===== src/rtl/core/bfa_pkg.sv =====
`timescale 1ns / 1ps
`default_nettype none

package bfa_pkg;

	// Operation codes carried on the opcode port
	typedef enum logic [1:0] {
		OP_ALLOC   = 2'd0,
		OP_FREE    = 2'd1,
		OP_RELEASE = 2'd2,
		OP_RESERVE = 2'd3
	} op_t;

	localparam logic [31:0] RESET_FLOOR = 32'h0010_0000;
	localparam logic [31:0] USABLE_TYPE = 32'd1;

	// Controller states
	typedef enum logic [3:0] {
		ST_CLEAR,
		ST_IDLE,
		ST_END,
		ST_BOUND,
		ST_DIV,
		ST_REM,
		ST_WALK,
		ST_RMW,
		ST_SEEK,
		ST_TEST,
		ST_REPORT
	} ctrl_state_t;

	// Controller to datapath
	typedef struct packed {
		logic load;
		logic calc_end;
		logic calc_bound;
		logic calc_div;
		logic calc_rem;
		logic clr_wr;
		logic seek_rd;
		logic seek_take;
		logic seek_skip;
		logic walk_rd;
		logic walk_wr_direct;
		logic walk_wr_rmw;
		logic walk_next;
	} bfa_cmd_t;

	// Datapath to controller
	typedef struct packed {
		logic clear_last;
		logic alloc_op;
		logic ptr_none;
		logic avail_any;
		logic range_empty;
		logic walk_full;
		logic walk_last;
	} bfa_stat_t;

endpackage

`default_nettype wire


===== src/rtl/core/bfa_ctrl.sv =====
`timescale 1ns / 1ps
`default_nettype none

module bfa_ctrl
	import bfa_pkg::*;
(
	input  wire logic      clk,
	input  wire logic      arst_n,
	input  wire logic      start,
	input  wire bfa_stat_t stat,
	output bfa_cmd_t       cmd,
	output logic           busy,
	output logic           done
);

	ctrl_state_t state_q, state_d;

	// State register
	always_ff @(posedge clk or negedge arst_n) begin
		if (!arst_n) begin
			state_q <= ST_CLEAR;
		end else begin
			state_q <= state_d;
		end
	end

	// Next state and commands
	always_comb begin
		state_d = state_q;
		cmd     = '0;
		busy    = 1'b1;
		done    = 1'b0;
		case (state_q)
			ST_CLEAR: begin
				cmd.clr_wr = 1'b1;
				if (stat.clear_last) begin
					state_d = ST_IDLE;
				end
			end
			ST_IDLE: begin
				busy = 1'b0;
				if (start) begin
					cmd.load = 1'b1;
					state_d  = ST_END;
				end
			end
			ST_END: begin
				if (stat.alloc_op) begin
					state_d = ST_SEEK;
				end else begin
					cmd.calc_end = 1'b1;
					state_d      = ST_BOUND;
				end
			end
			ST_BOUND: begin
				cmd.calc_bound = 1'b1;
				state_d        = ST_DIV;
			end
			ST_DIV: begin
				if (stat.range_empty) begin
					state_d = ST_REPORT;
				end else begin
					cmd.calc_div = 1'b1;
					state_d      = ST_REM;
				end
			end
			ST_REM: begin
				cmd.calc_rem = 1'b1;
				state_d      = ST_WALK;
			end
			ST_WALK: begin
				if (stat.walk_full) begin
					cmd.walk_wr_direct = 1'b1;
					if (stat.walk_last) begin
						state_d = ST_REPORT;
					end else begin
						cmd.walk_next = 1'b1;
					end
				end else begin
					cmd.walk_rd = 1'b1;
					state_d     = ST_RMW;
				end
			end
			ST_RMW: begin
				cmd.walk_wr_rmw = 1'b1;
				if (stat.walk_last) begin
					state_d = ST_REPORT;
				end else begin
					cmd.walk_next = 1'b1;
					state_d       = ST_WALK;
				end
			end
			ST_SEEK: begin
				if (stat.ptr_none) begin
					state_d = ST_REPORT;
				end else begin
					cmd.seek_rd = 1'b1;
					state_d     = ST_TEST;
				end
			end
			ST_TEST: begin
				if (stat.avail_any) begin
					cmd.seek_take = 1'b1;
					state_d       = ST_REPORT;
				end else begin
					cmd.seek_skip = 1'b1;
					state_d       = ST_SEEK;
				end
			end
			ST_REPORT: begin
				done    = 1'b1;
				state_d = ST_IDLE;
			end
			default: begin
				state_d = ST_IDLE;
			end
		endcase
	end

endmodule

`default_nettype wire


===== config.mk =====
export PLATFORM = sky130hd
export DESIGN_NAME = bfa_ctrl
export DESIGN_NICKNAME = d
export VERILOG_FILES = /design/src/rtl/core/bfa_pkg.sv /design/src/rtl/core/bfa_ctrl.sv
export SDC_FILE = /design/constraint.sdc
export NUM_CORES = 1
export LEC_CHECK = 0
export BUFFER_PORTS_ARGS = -buffer_cell sky130_fd_sc_hd__buf_2
export CAP_MARGIN = 20
export CORE_AREA = 2 2 39 41
export CTS_CLUSTER_SIZE = 28
export DETAILED_ROUTE_END_ITERATION = 8
export DIE_AREA = 0 0 41 43
export GPL_ROUTABILITY_DRIVEN = 0
export PLACE_DENSITY = 0.68
export RECOVER_POWER = 50
export SYNTH_ARGS = -nofsm -noshare
export SYNTH_HDL_FRONTEND = slang
export SYNTH_SLANG_ARGS = --single-unit

===== constraint.sdc =====
create_clock -name clk -period 1.2 [get_ports clk]
set_input_delay 0.06 -clock clk [delete_from_list [all_inputs] [get_ports clk]]
set_output_delay 0.06 -clock clk [all_outputs]
set_load 0.01 [all_outputs]

Word level (Yosys, flattened, before mapping)
Index checks and enable logic that the tools add are counted.
- memories: 0
- flip-flop bits (word level): 4
- RAM bits: 0
- memory bits (read-only): 0
- latch bits: 0
- word-level logic and storage cells: 49
- shift operators: 0
- bitwise operators: 0
- $add $sub $neg: 0
- multipliers: 0
- div/mod/pow operators: 0
- equality and inequality tests: 13
- $lt $le $gt $ge: 0
- reductions and logical operators: 2
- multiplexer cells: 33
- operator list (operator ; count):
    $pmux 4 s10 ; 1
    $mux 4 ; 7
    $mux 1 ; 20
    $eq 4x3->1 const B ; 4
    $eq 4x4->1 const B ; 3
    $eq 4x2->1 const B ; 2
    $mux 2 ; 4
    $eq 4x1->1 const B ; 1
    $logic_not 4->1 ; 1
    $ne 2x2->1 const B ; 2
    $ne 3x3->1 const B ; 1
    $reduce_and 3->1 ; 1
    $pmux 1 s2 ; 1

Depth between registers and ports, before layout
Gate-level depths: netlist of run 1.
- depth in word-level cells: 3
- mapped depth: 5
- mapped depth without buffers: 4

Least setup slack after synthesis of run 1
Ideal clock, no wire load.
- path type: register to output
- start: reg state_q[3]
- end: out cmd[9] (netlist bit)
- required time: 1.140 ns
- path buffers: 2
- path slack: -0.071 ns
- arrival time: 1.211 ns
- cell stages (with the launch flop): 5
- cell sequence: dfrtp_1 > buf_2 > buf_2 > nand2b_1 > nor4_1
- RTL lines (element ; RTL line ; source):
    start: declaration ; bfa_ctrl.sv:16 ; ctrl_state_t state_q, state_d;
    start signal: assignment ; bfa_ctrl.sv:23 ; state_q <= state_d;
    end: declaration ; bfa_ctrl.sv:11 ; output bfa_cmd_t cmd,

==> results of run 1 <==
==> critical path, delay by kind of cell, from the launching register on <==
| kind | cells | cell delay, ns |
|---|---|---|
| buf+inv | 4 | 0.48 |
| flops | 1 | 0.42 |
| simple gates | 2 | 0.25 |
==> area by class of cell <==
| type | instances | area (um2) |
|---|---|---|
| multi-input cells | 59 | 589 |
| repair buffers | 57 | 452 |
| fillers | 71 | 178 |
| flip-flops and latches | 4 | 105 |
| clock buffers | 3 | 22.5 |
| well taps | 16 | 20.0 |
| inverters | 4 | 17.5 |
==> worst min path at each step <==
stage	start	endpoint	cells past startpoint
floorplan	arst_n	state_q[0]$_DFFE_PN0P_	0
detailed placement	arst_n	state_q[1]$_DFFE_PN0P_	1
global placement	arst_n	state_q[1]$_DFFE_PN0P_	1
global route	arst_n	state_q[3]$_DFFE_PN0P_	2
CTS	arst_n	state_q[0]$_DFFE_PN0P_	2
finish	arst_n	state_q[0]$_DFFE_PN0P_	2
==> repair_timing <==
action	in CTS	in global routing
cloned	0	0
setup endpoints to repair	19	19
hold buffers	1	0
pin swaps	9	12
buffers inserted	5	10
hold endpoints to repair	4	0
resized for setup	31	45
==> cell families (layout without fill, tap and decap cells) <==
group,count (synthesis),count (layout)
simple gates,41,41
flops,4,4
compound gates,17,17
buf+inv,10,64
mux,1,1
==> metal layers <==
metal	GRT usage, %	share of wire, %	up-vias
li1	-	-	378
met5	0	0	-
met3	1.57	3.6	12
met1	31.5	41	422
met2	42.5	52	40
met4	8.67	3.8	0
==> power by group through the flow <==
stage	logic [mW]	registers (mW)	clock network [mW]
6_report	2.60	0.336	0.180
5_1_grt	2.72	0.335	0.193
4_1_cts	1.72	0.328	0.173
3_5_place_dp	1.33	0.312	0
3_3_place_gp	1.31	0.317	0
2_1_floorplan	0.870	0.237	0
==> placed cells by master (no fill, tap or decap), drive strengths merged <==
master / netlist / final
a211oi: 1 / 1
nand4bb: 1 / 1
inv: 4 / 4
nand3: 2 / 2
nand2: 5 / 5
o21a: 1 / 1
o2bb2ai: 1 / 1
a32o: 1 / 1
dfrtp: 4 / 4
nand2b: 7 / 7
a32oi: 1 / 1
nor2b: 2 / 2
o21bai: 1 / 1
a21oi: 6 / 6
nand4: 1 / 1
o32a: 1 / 1
nor3: 5 / 5
nor2: 11 / 11
nor3b: 1 / 1
mux2i: 1 / 1
and3: 1 / 1
dlygate4sd3: 0 / 1
nor4: 5 / 5
buf: 6 / 55
o22ai: 1 / 1
o21ai: 3 / 3
clkbuf: 0 / 4
==> metrics by stage <==
stage,power (mW),TNS [ns],cells,setup slack (ns),util [%]
after floorplan,1.11,-0.0608,73,-0.0304,-
after global placement,1.62,-0.312,125,-0.101,54.1
after detailed placement,1.64,-0.366,125,-0.119,54.1
after CTS,2.22,-2.03,133,-0.189,66.3
after global routing,3.25,-3.42,143,-0.308,87.2
final,3.12,-2.81,143,-0.266,87.2
==> run summary, run 1 <==
Via Count = 852
Worst skew pair latency = 0.25 ns
Antenna Violating Nets Remaining = 0
GRT Total Usage = 25.1%
Max incr delay on CP = 0.42 ns
Worst setup SP type = flip-flop
Avg WL per Cell = 19.9 um
Slew HR = 79.3%
CP Capture Point = cmd[2]
Final Setup Violations = 18
Net Count, Synth = 83
Power per cell area = 2580 nW/um2
XOR/XNOR Fraction of Synth Area = 0%
CTS Sinks = 4
Worst R2R Setup Slack = -0.21 ns
Final Max Slew Viols = 0
Failing checks = negative setup slack
Largest Register = state_q
Clk buf depth = 2
FP Rows = 14
Drt total wl = 2840 um
F_max = 682 MHz
Final nets = 139
Die Width = 41 um
Clock slew seen by the registers of the worst setup and hold paths = 0.04 ns
GRT Residual Overflow = 0
CTS Buf Count = 3
Max reg flops = 4
CP most frequent cell = buf_6
Flop pwr share = 10.8%
Root buffer cell = clkbuf_4
Reg2Reg Capture Point = state_q[0]$_DFFE_PN0P_
Crit-path cells = buf_6, nor2b_4, nand4_1, buf_4, inv_2, buf_6
WHS = 0.182 ns
Unique cell type count in the Yosys netlist = 29
Die area = 1760 um2
R2R depth = 5
Hold Violations, Final = 0
Crit-path max FO = 5
Initial antenna violation count = 0
Vias in the first global route = 697
Peak supply drop = 1.84 mV
TritonCTS clock tree = yes
Main synth FF type = dfrtp_1
Antenna diodes = 0
Drc violations = 0
Dpl hpwl = 1270 um
Sequential cell area fraction in the yosys report = 19.9%
Post-Layout Inst Area = 1210 um2
Top Ports = 25
Status = finished with violations
Measured slew at the worst slew-check pin = 0.311 ns
Avg Cell Area, Syn = 6.89 um2
Worst setup margin = -0.266 ns
CP Class = flip-flop to output pin
CP max stage cell = dfrtp_2
Most common cell in the netlist = nor2_1
Min Tclk post-route = 1.47 ns
Crit path arrival time = 1.41 ns
Layout cells sized above 1 = 78.0%
Initial Utilization = 36.3%
Post-synthesis compound-gate area fraction = 23.4%
CP Data Required Time = 1.14 ns
Largest net degree at the start of global routing = 13
Logic pwr share = 83.4%
P_leak = 0.532 nW
Sw Share = 46.8%
Area Growth Syn to Fin = 140%
Critical Path Sink Type = output pin
1st-pass router iterations = 4
Biggest regs = state_q (4)
Max-cap violations = 0
Largest area contributor in the netlist = dfrtp_1
Synth Area in Simple Gates = 44.0%
Worst min-delay path category = primary input to async pin
Clk pwr share = 5.8%
Global-route wire length before repair = 3070 um
RSZ-0062 raised after global routing = true
FF-to-FF Start = state_q[0]$_DFFE_PN0P_
Ys Warns = 0
Internal Power = 1.66 mW
Multiplexer share of the synthesized area = 1.99%
Initial drt markers = 28
Placed inst area = 748 um2
Synth area leaders = dfrtp_1 (20%), nand2b_1 (8.7%), nor2_1 (8.2%)
Setup crit start = state_q[3]$_DFFE_PN0P_
Adder-Cell Fraction of Synth Area = 0%
Synth Instances = 73
Drt via density = 5.96
Synthesized flop and latch total = 4
Synth top area share = 19.9%
PortBufs = 24
Core Region = 1380 um2
Number of synthesized flops with an enable pin = 0
Top cells by count, synth = nor2_1 (11), nand2b_1 (7), a21oi_1 (6), nor3_1 (5), nor4_1 (5)
H-tree levels = 1
Final worst path period share = 122%
Worst Skew = 0.00948 ns
Die Y = 43 um
Main combinational cell family by area after synthesis = simple AND/OR/NAND/NOR gates
Async S/R FF share, synth = 100%
Switch Pwr = 1.46 mW
Synthesized cell area = 503 um2
No activity file was read; power rests on OpenSTA's default activity.
==> run 2, diff against run 1 <==
==> constraint.sdc (replaced) <==
create_clock -name clk -period 1.2 [get_ports clk]
set_input_delay 0.18 -clock clk [delete_from_list [all_inputs] [get_ports clk]]
set_output_delay 0.18 -clock clk [all_outputs]
set_load 0.01 [all_outputs]
==> run 2 against run 1 <==
The run still ends with negative setup slack left; core utilization down 2.4 points; final area down 2.7%; sequential share of layout area up 0.13 points; clock power up 6%; cell count unchanged; total power down 4.7%; maximum frequency down 3.0%; critical path depth down 1; clock-buffer cell count unchanged; register-to-register slack worse by 0.06 ns; critical endpoint unchanged; largest power group unchanged.
==> run summary, run 2 (same netlist as run 1, synthesis figures left out) <==
Status = finished with violations (unchanged)
Failing checks = negative setup slack (unchanged)
Cell count after placement = 124 (was 125)
1st-pass router iterations = 4 (unchanged)
Final Setup Violations = 19 (was 18)
Final worst path period share = 126% (was 122%)
FP Rows = 14 (unchanged)
Die Y = 43 um (unchanged)
Worst skew pair latency = 0.25 ns (about the same)
Core Region = 1380 um2 (unchanged)
Crit path arrival time = 1.33 ns (was 1.41 ns)
Dpl hpwl = 1300 um (was 1270 um)
Critical Path Sink Type = output pin (unchanged)
Power, Total = 2.97 mW (was 3.12 mW)
Area Growth Syn to Fin = 133% (was 140%)
Vias in the first global route = 768 (was 697)
CTS Buf Count = 3 (unchanged)
Clock slew seen by the registers of the worst setup and hold paths = 0.04 ns (about the same)
FILL cells = 76 (was 71)
Drt via density = 5.73 (was 5.96)
Setup Slack @ Placement = -0.222 ns (was -0.119 ns)
Power per cell area = 2530 nW/um2 (was 2580 nW/um2)
CP Class = flip-flop to output pin (unchanged)
PortBufs = 24 (unchanged)
F_max = 661 MHz (was 682 MHz)
Peak supply drop = 1.37 mV (was 1.84 mV)
Clk buf depth = 2 (unchanged)
TritonCTS clock tree = yes (unchanged)
Flop pwr share = 10.5% (was 10.8%)
Largest Register = state_q (unchanged)
P_leak = 0.552 nW (was 0.532 nW)
Most common cell after layout, fill and taps aside = buf_2 (unchanged)
Measured slew at the worst slew-check pin = 0.306 ns (was 0.311 ns)
Die area = 1760 um2 (unchanged)
Worst setup margin = -0.312 ns (was -0.266 ns)
Slew HR = 79.4% (was 79.3%)
Final Max Slew Viols = 0 (unchanged)
Biggest regs = state_q (4) (unchanged)
Sw Share = 45.9% (was 46.8%)
Final nets = 139 (unchanged)
Max-cap violations = 0 (unchanged)
Worst Skew = 0.00325 ns (was 0.00948 ns)
Initial drt markers = 30 (was 28)
GRT Total Usage = 28.5% (was 25.1%)
Post-Layout Inst Area = 1170 um2 (was 1210 um2)
CP Data Required Time = 1.02 ns (was 1.14 ns)
H-tree levels = 1 (unchanged)
WHS = 0.287 ns (was 0.182 ns)
Largest net degree at the start of global routing = 11 (was 13)
Via Count = 820 (was 852)
Layout cells sized above 1 = 71.7% (was 78.0%)
Min Tclk post-route = 1.51 ns (was 1.47 ns)
Crit-path max FO = 6 (was 5)
Clk pwr share = 6.4% (was 5.8%)
Most frequent cells in the layout = buf_2 (22), buf_6 (16), buf_4 (16), nor2_1 (6), nand2b_4 (5) (was buf_2 (20), buf_6 (18), buf_4 (16), nor2_4 (6))
Die Width = 41 um (unchanged)
Worst min-delay path category = primary input to flip-flop (was primary input to async pin)
Logic pwr share = 83.1% (was 83.4%)
Worst setup SP type = flip-flop (unchanged)
Placed inst area = 846 um2 (was 748 um2)
Switch Pwr = 1.36 mW (was 1.46 mW)
Internal Power = 1.61 mW (was 1.66 mW)
Global-route wire length before repair = 3460 um (was 3070 um)
Initial antenna violation count = 0 (unchanged)
Initial Utilization = 36.3% (unchanged)
Avg WL per Cell = 17.3 um (was 19.9 um)
Antenna diodes = 0 (unchanged)
Antenna Violating Nets Remaining = 0 (unchanged)
Root buffer cell = clkbuf_4 (unchanged)
RSZ-0062 raised after global routing = true (unchanged)
GRT Residual Overflow = 0 (unchanged)
Drc violations = 0 (unchanged)
Drt total wl = 2480 um (was 2840 um)
Top Ports = 25 (unchanged)
Hold Violations, Final = 0 (unchanged)
CTS Sinks = 4 (unchanged)
Fin cells = 143 (unchanged)
Max reg flops = 4 (unchanged)
run 2: cell counts in the layout (fill, tap and decap cells not counted):
Identical to the previous run, type by type.
run 2: path summary, 6_finish.rpt:
kind | from | end | slack (ns) | cells after the start
min | stat[4] | state_q[1]$_DFFE_PN0P_ | 0.29 | 3
min in group asynchronous | arst_n | state_q[0]$_DFFE_PN0P_ | 0.30 | 2
max | state_q[3]$_DFFE_PN0P_ | cmd[2] | -0.31 | 5
max in group asynchronous | arst_n | state_q[3]$_DFFE_PN0P_ | 0.67 | 2
min reg2reg | state_q[3]$_DFFE_PN0P_ | state_q[2]$_DFFE_PN0P_ | 0.72 | 2
max reg2reg | state_q[3]$_DFFE_PN0P_ | state_q[0]$_DFFE_PN0P_ | -0.27 | 6
run 2: metrics by stage:
| step | setup TNS, ns | util [%] |
|---|---|---|
| after floorplan | -0.00682 | - |
| after global placement | -1.12 | 61.1 |
| after detailed placement | -1.68 | 61.1 |
| after CTS | -3.61 | 77.7 |
| after global routing | -4.76 | 84.8 |
| final | -4.20 | 84.8 |
run 2: critical path, cell delays in order (launching register included):
cell and delay (ns):
dfrtp_2 0.47, buf_4 0.17, nor2b_4 0.11, nand4_1 0.12, inv_1 0.09, buf_2 0.13
run 2: final cells by class:
| cell class | instances | area [um2] | share of cell area, % |
|---|---|---|---|
| Sequential cell | 4 | 104 | 8.85 |
| Tap cell | 16 | 20.0 | 1.71 |
| Inverter | 4 | 15.0 | 1.28 |
| Clock buffer | 3 | 22.5 | 1.92 |
| Multi-Input combinational cell | 59 | 568 | 48.4 |
| Timing Repair Buffer | 57 | 444 | 37.8 |
run 2: what timing repair did:
action	CTS	global route
endpoints found under the hold margin	4	0
buffers inserted	10	5
hold buffers	1	0
resized for setup	33	12
setup endpoints to repair	18	19
pin swaps	9	6
run 2: power groups by stage:
stage,logic [mW],clock network (mW),registers [mW]
after floorplan,1.08,0,0.238
after global placement,1.57,0,0.299
after detailed placement,1.58,0,0.306
after CTS,2.13,0.187,0.299
after global routing,2.59,0.191,0.315
final,2.47,0.191,0.311
run 2: metal layers:
layer,global-route usage [%],routed length [um],vias to the layer above
li1,-,-,371
met1,37.5,1040,388
met2,43.4,1160,48
met3,3.14,167,13
met4,14.7,108,0
met5,0,0,-
==> run 3, diff against run 2 <==
PLACE_DENSITY = 0.76   (was 0.68)
REMOVE_ABC_BUFFERS = 1   (was not set)
==> run 3 against run 2 <==
The run still ends with negative setup slack left; global-route usage fell by 1.7 points; sequential cell count did not move; register-to-register slack got worse by 0.05 ns; sequential share of layout area rose by 1.2 points; largest cell class unchanged; clock-buffer cell count did not move; maximum frequency fell by 0.41%; clock skew rose by 0.0028 ns.
==> run summary, run 3 (same netlist as run 1, synthesis figures left out) <==
FILL cells = 92 (was 76)
Crit-path max FO = 8 (was 6)
Power per cell area = 2490 nW/um2 (was 2530 nW/um2)
Final Setup Violations = 19 (unchanged)
Setup_tns = -4.05 ns (was -4.20 ns)
Worst setup margin = -0.318 ns (was -0.312 ns)
F_max = 659 MHz (was 661 MHz)
Drt via density = 5.62 (was 5.73)
Root buffer cell = clkbuf_4 (unchanged)
Die Y = 43 um (unchanged)
Most frequent cells in the layout = buf_2 (23), buf_4 (16), buf_6 (11), nor2_1 (8) (was buf_2 (22), buf_6 (16), buf_4 (16), nor2_1 (6), nand2b_4 (5))
Top Ports = 25 (unchanged)
GRT Residual Overflow = 0 (unchanged)
Clk buf depth = 2 (unchanged)
Final nets = 136 (was 139)
PortBufs = 24 (unchanged)
Peak supply drop = 1.41 mV (was 1.37 mV)
Worst skew pair latency = 0.24 ns (was 0.25 ns)
Dpl hpwl = 1290 um (was 1300 um)
Biggest regs = state_q (4) (unchanged)
WHS = 0.294 ns (was 0.287 ns)
Largest net degree at the start of global routing = 11 (unchanged)
Most common cell after layout, fill and taps aside = buf_2 (unchanged)
Vias in the first global route = 734 (was 768)
Global-route wire length before repair = 3210 um (was 3460 um)
H-tree levels = 1 (unchanged)
Placed inst area = 752 um2 (was 846 um2)
Failing checks = negative setup slack (unchanged)
Measured slew at the worst slew-check pin = 0.250 ns (was 0.306 ns)
Hold Violations, Final = 0 (unchanged)
CTS Sinks = 4 (unchanged)
Largest Register = state_q (unchanged)
Max reg flops = 4 (unchanged)
Die Width = 41 um (unchanged)
Worst R2R Setup Slack = -0.32 ns (was -0.27 ns)
Slew HR = 83.3% (was 79.4%)
Layout cells sized above 1 = 66.1% (was 71.7%)
Clock slew seen by the registers of the worst setup and hold paths = 0.04 ns (about the same)
Post-Layout Inst Area = 1050 um2 (was 1170 um2)
Antenna Violating Nets Remaining = 0 (unchanged)
Drc violations = 0 (unchanged)
Crit path arrival time = 1.65 ns (was 1.33 ns)
Initial drt markers = 12 (was 30)
TritonCTS clock tree = yes (unchanged)
Avg WL per Cell = 16.5 um (was 17.3 um)
Final Max Slew Viols = 0 (unchanged)
Max-cap violations = 0 (unchanged)
Critical Path Sink Type = flip-flop (was output pin)
Initial Utilization = 36.3% (unchanged)
CTS Buf Count = 3 (unchanged)
Initial antenna violation count = 0 (unchanged)
Final worst path period share = 127% (was 126%)
Die area = 1760 um2 (unchanged)
Worst setup SP type = flip-flop (unchanged)
Via Count = 787 (was 820)
GRT Total Usage = 26.8% (was 28.5%)
Antenna diodes = 0 (unchanged)
CP Data Required Time = 1.33 ns (was 1.02 ns)
Sequential cell area = 105 um2 (was 104 um2)
Worst Skew = 0.00605 ns (was 0.00325 ns)
Worst min-delay path category = primary input to async pin (was primary input to flip-flop)
RSZ-0062 raised after global routing = true (unchanged)
Area Growth Syn to Fin = 109% (was 133%)
CP Class = flip-flop to flip-flop (was flip-flop to output pin)
Status = finished with violations (unchanged)
Drt total wl = 2310 um (was 2480 um)
Min Tclk post-route = 1.52 ns (was 1.51 ns)
1st-pass router iterations = 4 (unchanged)
Power, Total = 2.62 mW (was 2.97 mW)
Footprint of the multi-input gates = 488 um2 (was 568 um2)
Core Region = 1380 um2 (unchanged)
FP Rows = 14 (unchanged)
R2R depth = 6 (unchanged)
P_leak = 0.481 nW (was 0.552 nW)
-- run 3: changes by cell type in the layout (fill, tap and decap cells not counted), sizes merged --
| cell | change |
|---|---|
| buf | -4 |
| clkbuf | +1 |
-- run 3: path summary, 6_finish.rpt --
kind,from,end
min in group clk,stat[4],state_q[1]$_DFFE_PN0P_
setup / recovery,state_q[3]$_DFFE_PN0P_,state_q[3]$_DFFE_PN0P_
max in group asynchronous,arst_n,state_q[2]$_DFFE_PN0P_
hold / removal,arst_n,state_q[1]$_DFFE_PN0P_
hold reg to reg,state_q[3]$_DFFE_PN0P_,state_q[2]$_DFFE_PN0P_
setup reg to reg,state_q[3]$_DFFE_PN0P_,state_q[3]$_DFFE_PN0P_
-- run 3: what timing repair did --
| action | in CTS | in global routing |
|---|---|---|
| setup endpoints to repair | 19 | 19 |
| pin swaps | 7 | 8 |
| setup buffers | 10 | 1 |
| hold buffers | 1 | 0 |
| hold endpoints to repair | 4 | 0 |
| resized for setup | 29 | 15 |
-- run 3: worst max-delay path, cell delays in order, from the launching register on --
cell and delay [ns]:
dfrtp_2 0.46, buf_4 0.17, buf_6 0.12, nand4bb_1 0.20, a21oi_2 0.14, a21oi_1 0.06, a211oi_1 0.26
-- run 3: report_power, final --
part,total [mW],switching [mW],internal (mW)
clock,0.174,0.0619,0.112
combinational,2.11,1.01,1.10
sequential,0.334,0.130,0.204
-- run 3: through the flow --
| step | worst slack, ns | utilization (%) | std cells |
|---|---|---|---|
| after floorplan | -0.159 | - | 67 |
| after global placement | -0.137 | 54.3 | 125 |
| after detailed placement | -0.148 | 54.3 | 125 |
| after CTS | -0.253 | 70.2 | 139 |
| after global routing | -0.376 | 75.9 | 140 |
| final | -0.318 | 75.9 | 140 |
-- run 3: cell type report --
type                    count  area share, %
multi-input cells          59           46.4
repair buffers             54           38.1
flip-flops and latches      4           10.0
clock buffers               3           2.14
well taps                  16           1.90
inverters                   4           1.43
-- run 3: routing by layer --
layer / track usage, % / vias to the layer above / share of wire [%]
li1: - / 363 / -
met1: 32.7 / 380 / 40
met2: 41.3 / 36 / 51
met3: 4.71 / 8 / 6.2
met4: 16.0 / 0 / 3.1
met5: 0 / - / 0
